`src/rtl/core/wsp_pkg.sv`:
```
`timescale 1ns / 1ps
`default_nettype none
package wsp_pkg;

  localparam int unsigned QBITS   = 33;
  localparam int unsigned SCALE_W = 14;
  localparam int unsigned DATA_W  = 64;
  localparam int unsigned ADDR_W  = 6;

  typedef enum logic [2:0] {
    REG_ROW_X0  = 3'd0,
    REG_ROW_X1  = 3'd1,
    REG_ROW_Y0  = 3'd2,
    REG_ROW_Y1  = 3'd3,
    REG_ROW_W0  = 3'd4,
    REG_ROW_W1  = 3'd5,
    REG_WIDTH   = 3'd6,
    REG_HEIGHT  = 3'd7
  } reg_idx_e;

  typedef struct packed {
    logic in_front;
    logic neg_x;
    logic neg_y;
    logic ovf_x;
    logic ovf_y;
  } flags_t;

endpackage
`default_nettype wire

```
`src/rtl/core/wsp_cell.sv`:
```
`timescale 1ns / 1ps
`default_nettype none
module wsp_cell import wsp_pkg::*; #(
  parameter int unsigned DW  = 51,
  parameter int unsigned RW  = 84,
  parameter int unsigned BIT = 0
) (
  input  wire logic             clk_i,
  input  wire logic             rst_ni,
  input  wire logic             valid_i,
  output logic                  ready_o,
  input  wire flags_t           flags_i,
  input  wire logic [DW-1:0]    den_i,
  input  wire logic [RW-1:0]    rem_x_i,
  input  wire logic [RW-1:0]    rem_y_i,
  input  wire logic [QBITS-1:0] q_x_i,
  input  wire logic [QBITS-1:0] q_y_i,
  output logic                  valid_o,
  input  wire logic             ready_i,
  output flags_t                flags_o,
  output logic [DW-1:0]         den_o,
  output logic [RW-1:0]         rem_x_o,
  output logic [RW-1:0]         rem_y_o,
  output logic [QBITS-1:0]      q_x_o,
  output logic [QBITS-1:0]      q_y_o
);

  logic          v_q, en;
  logic [RW-1:0] dsh;
  logic          ge_x, ge_y;

  assign en      = !v_q || ready_i;
  assign ready_o = en;
  assign valid_o = v_q;

  assign dsh  = RW'(den_i) << BIT;
  assign ge_x = rem_x_i >= dsh;
  assign ge_y = rem_y_i >= dsh;

  always_ff @(posedge clk_i or negedge rst_ni) begin
    if (!rst_ni) begin
      v_q <= 1'b0;
    end else if (en) begin
      v_q <= valid_i;
    end
  end

  always_ff @(posedge clk_i) begin
    if (en) begin
      flags_o <= flags_i;
      den_o   <= den_i;
      rem_x_o <= ge_x ? rem_x_i - dsh : rem_x_i;
      rem_y_o <= ge_y ? rem_y_i - dsh : rem_y_i;
      q_x_o   <= {q_x_i[QBITS-2:0], ge_x};
      q_y_o   <= {q_y_i[QBITS-2:0], ge_y};
    end
  end

endmodule
`default_nettype wire

```
`config.mk`:
```
export PLATFORM = sky130hd
export DESIGN_NAME = wsp_cell
export DESIGN_NICKNAME = d
export VERILOG_FILES = /design/src/rtl/core/wsp_pkg.sv /design/src/rtl/core/wsp_cell.sv
export SDC_FILE = /design/constraint.sdc
export NUM_CORES = 1
export LEC_CHECK = 0
export ABC_AREA = 0
export BUFFER_PORTS_ARGS = -buffer_cell sky130_fd_sc_hd__buf_2
export CAP_MARGIN = 20
export CORE_AREA = 2 2 227 229
export CTS_BUF_LIST = sky130_fd_sc_hd__clkbuf_4
export DETAILED_ROUTE_END_ITERATION = 6
export DIE_AREA = 0 0 229 231
export PLACE_DENSITY_LB_ADDON = 0.08
export SYNTH_ARGS = -nofsm -noshare
export SYNTH_HDL_FRONTEND = slang
export SYNTH_SLANG_ARGS = --single-unit
```
`constraint.sdc`:
```
create_clock -name clk_i -period 21.3 [get_ports clk_i]
set_input_delay 3.195 -clock clk_i [delete_from_list [all_inputs] [get_ports clk_i]]
set_output_delay 3.195 -clock clk_i [all_outputs]
set_load 0.01 [all_outputs]
```
==> results.py <==
metrics = {
    "timing": {
        "timing.final.ws_setup_ns": 14.40,
        "period_share_pct": 32.40,
        "worst_slew_margin_rel_pct": 32.98,
        "worst_slew_pin_slew_ns": 1.005,
        "setup_viol_count_final": 0,
        "hold_violations": 0,
        "finalMaxSlewViolations": 0,
        "fmax_ghz": 0.1449,
        "rsz0062_at_grt": "no",
        "skew_ns": 0.04638,
        "period_needed_ns": 6.900,
        "tns_ns": 0,
        "fin_hold_ws_ns": 1.099,
    },
    "clocking": {
        "cts_setup_buffers": 0,
        "cts_made_buffers": 82,
        "clk_latency_ns": 0.86,
        "clkTransAtPathRegs_ns": 0.07,
        "cts_sinks": 291,
        "cts_tree": "built",
        "ctsHoldBuffers": 0,
        "h-tree-depth": 3,
        "clockBufferDepth": 3,
        "clk_root_buffer_cell": "clkbuf_4",
        "cts_resized": 0,
    },
    "route": {
        "wl_per_cell_um": 21.21,
        "avgViaCountPerCell": 5.230,
        "drt_wl_total_um": 66650,
        "drt_iter0_markers": 1129,
        "postRouteAntennaNets": 0,
        "vias": 16430,
        "drcViolationCount": 0,
        "firstDrtPassIters": 6,
    },
    "setup_path": {
        "worst-path-max-fanout": 3,
        "crit_top_cell": "buf_2",
        "critPathKind": "primary input to primary output",
        "crit_start": "ready_i",
        "crit_slowest_cell": "nand2b_4",
        "rr_endpoint": "rem_y_o[52]$_DFFE_PP_",
        "worstReg2RegStart": "valid_o$_DFFE_PN0P_",
        "reg2reg_slack_ns": 18.85,
        "cpPeakStageDelay_ns": 0.21,
        "crit_chain": "buf_2, nand2b_4, buf_2",
        "critPathRequiredTime_ns": 18.11,
        "end_kind": "primary output",
        "critPathBufInv": 2,
        "cp_top_family": "buffers and inverters",
        "r2r_cells": 3,
        "start_kind": "primary input",
        "arrival_ns": 3.71,
    },
    "synthesis": {
        "synth-seq-area-share_pct": 48.22,
        "ys.flop_type": "edfxtp_1",
        "yosysWarnings": 0,
        "async_flop_share_pct": 0.3436,
        "synth_xor_area_share_pct": 7.634,
        "yosys.area.top_type_share_pct": 48.08,
        "synthMuxAreaShare_pct": 1.264,
        "synth-simple-area-share_pct": 16.76,
        "synth_fa_ha_area_share_pct": 7.268,
        "synth_edf_count": 290,
        "syn_area_um2": 18110,
        "synth.most_common_cell": "edfxtp_1",
        "syn_area_per_cell_um2": 10.10,
        "ys_ff_latch": 291,
        "synth_compound_area_share_pct": 15.43,
        "yosys.area.top_type": "edfxtp_1",
        "synthCells": 1793,
        "synth_top_family_by_area": "simple AND/OR/NAND/NOR gates",
        "synth_area_leaders": "edfxtp_1, ha_1, a21oi_1",
        "ys_types": 80,
        "syn_nets": 2191,
        "yosys-top-cells-count": "edfxtp_1, a21oi_1, nor2_1",
    },
    "worst_hold_path": {
        "min_from": "valid_o$_DFFE_PN0P_",
        "min_to": "rem_x_o[74]$_DFFE_PP_",
        "hold_path_depth": 2,
        "min_path_type": "flop to flop",
    },
    "die": {
        "die_height_um": 231,
        "placementRows": 83,
        "dieArea_um2": 52900,
        "start_util_pct": 35.74,
        "pin_count": 586,
        "coreArea_um2": 50680,
        "die-width_um": 229,
    },
    "power": {
        "finalPower_uw": 1679,
        "p_int_uw": 1147,
        "power_switching_uw": 531.8,
        "seq_power_share_pct": 43.5,
        "p_comb_share_pct": 25.4,
        "leakagePower_uw": 0.009653,
        "ir_drop_mv": 0.04228,
        "power_density_nw_per_um2": 73.98,
        "swShare_pct": 31.67,
        "p_clk_share_pct": 31.0,
    },
    "grt": {
        "antenna_found_initial": 12,
        "grt_pass1_vias": 16310,
        "grt_first_pass_wirelength_um": 97350,
        "grtUsageTotal_pct": 24.45,
        "grt-ovfl-total": 0,
        "grt_max_degree": 89,
    },
    "place": {
        "hpwl_um": 54290,
        "gp_congestion": 0.9336,
        "pre_cts_slack_ns": 14.18,
        "io_buffers": 583,
    },
    "cells_and_area": {
        "area_growth_syn_to_layout_pct": 25.33,
        "nNetsFinal": 2797,
        "drive_gt1_share_pct": 31.58,
    },
    "job": {
        "maxCapViolCount": 0,
    },
    "run_status": {
        "status": "finished clean",
    },
}
## worst max path at each step
stage                            end  slack [ns]  cells past startpoint
2_1_floorplan                ready_o        7.89                      1
3_3_place_gp   rem_x_o[72]$_DFFE_PP_       14.20                     13
3_5_place_dp   rem_x_o[72]$_DFFE_PP_       14.18                     13
4_1_cts                      ready_o       14.38                      3
5_1_grt                      ready_o       14.37                      3
6_report                     ready_o       14.40                      3
## per-stage QoR
step / cells / utilization [%] / area, um2
2_1_floorplan: 1793 / - / 18110
3_3_place_gp: 2995 / 42.72 / 21650
3_5_place_dp: 2995 / 42.72 / 21650
4_1_cts: 3134 / 44.75 / 22680
5_1_grt: 3139 / 44.77 / 22690
6_report: 3142 / 44.79 / 22700
## placed cells by master (no fill, tap or decap), types with 29 or more instances in the layout
master	count
nand4_1	48
nand3_1	29
o21ai_0	89
xor2_1	87
nor3_1	47
a21oi_1	229
nor4_1	33
ha_1	102
clkbuf_4	113
xnor2_1	69
inv_1	80
buf_2	583
edfxtp_1	290
nand2_1	127
nor2_1	196
## power groups by stage
| stage | sequential, uW | clock, uW | combinational, uW |
|---|---|---|---|
| 6_report | 731 | 521 | 427 |
| 5_1_grt | 736 | 571 | 466 |
| 4_1_cts | 732 | 543 | 429 |
| 3_5_place_dp | 742 | 0 | 426 |
| 3_3_place_gp | 742 | 0 | 426 |
| 2_1_floorplan | 788 | 0 | 209 |
## final cells by class
type | count | area, um2
Tap cell | 680 | 850.8
Fill cell | 5142 | 27980
Sequential cell | 291 | 8733
Clock inverter | 26 | 181.4
Inverter | 80 | 300.3
Timing Repair Buffer | 592 | 2985
Multi-Input combinational cell | 1352 | 8778
Antenna cell | 8 | 20.02
Clock buffer | 113 | 848.3
## routing by layer
metal  share of wire [%]  wire length, um  track usage, %  up-vias
met2                  49            32600           41.26      607
met4                 3.1             2092           10.59        4
met3                 7.5             4977           5.917      115
li1                    -                -               -     7903
met5               0.030               20               0        -
met1                  40            26950           29.75     7804
## logic make-up after synthesis
logic type,after synthesis
compound gates,471
xor+xnor,157
fa+ha+maj,104
buf+inv,150
flops,291
mux,18
simple gates,602
## worst reg2reg max path, cell delays in order, from the launching register on
cell and delay, ns:
dfrtp_1 0.41, nand2b_4 0.18, buf_4 0.61, buf_4 0.81
## flip-flops by register name (all words and copies together), names as in the netlist
signal and count:
q_y_o 33, rem_x_o 84, q_x_o 33, den_o 51, flags_o 5, rem_y_o 84
valid_o 1
Note: power is estimated with default switching activity, not from simulation.
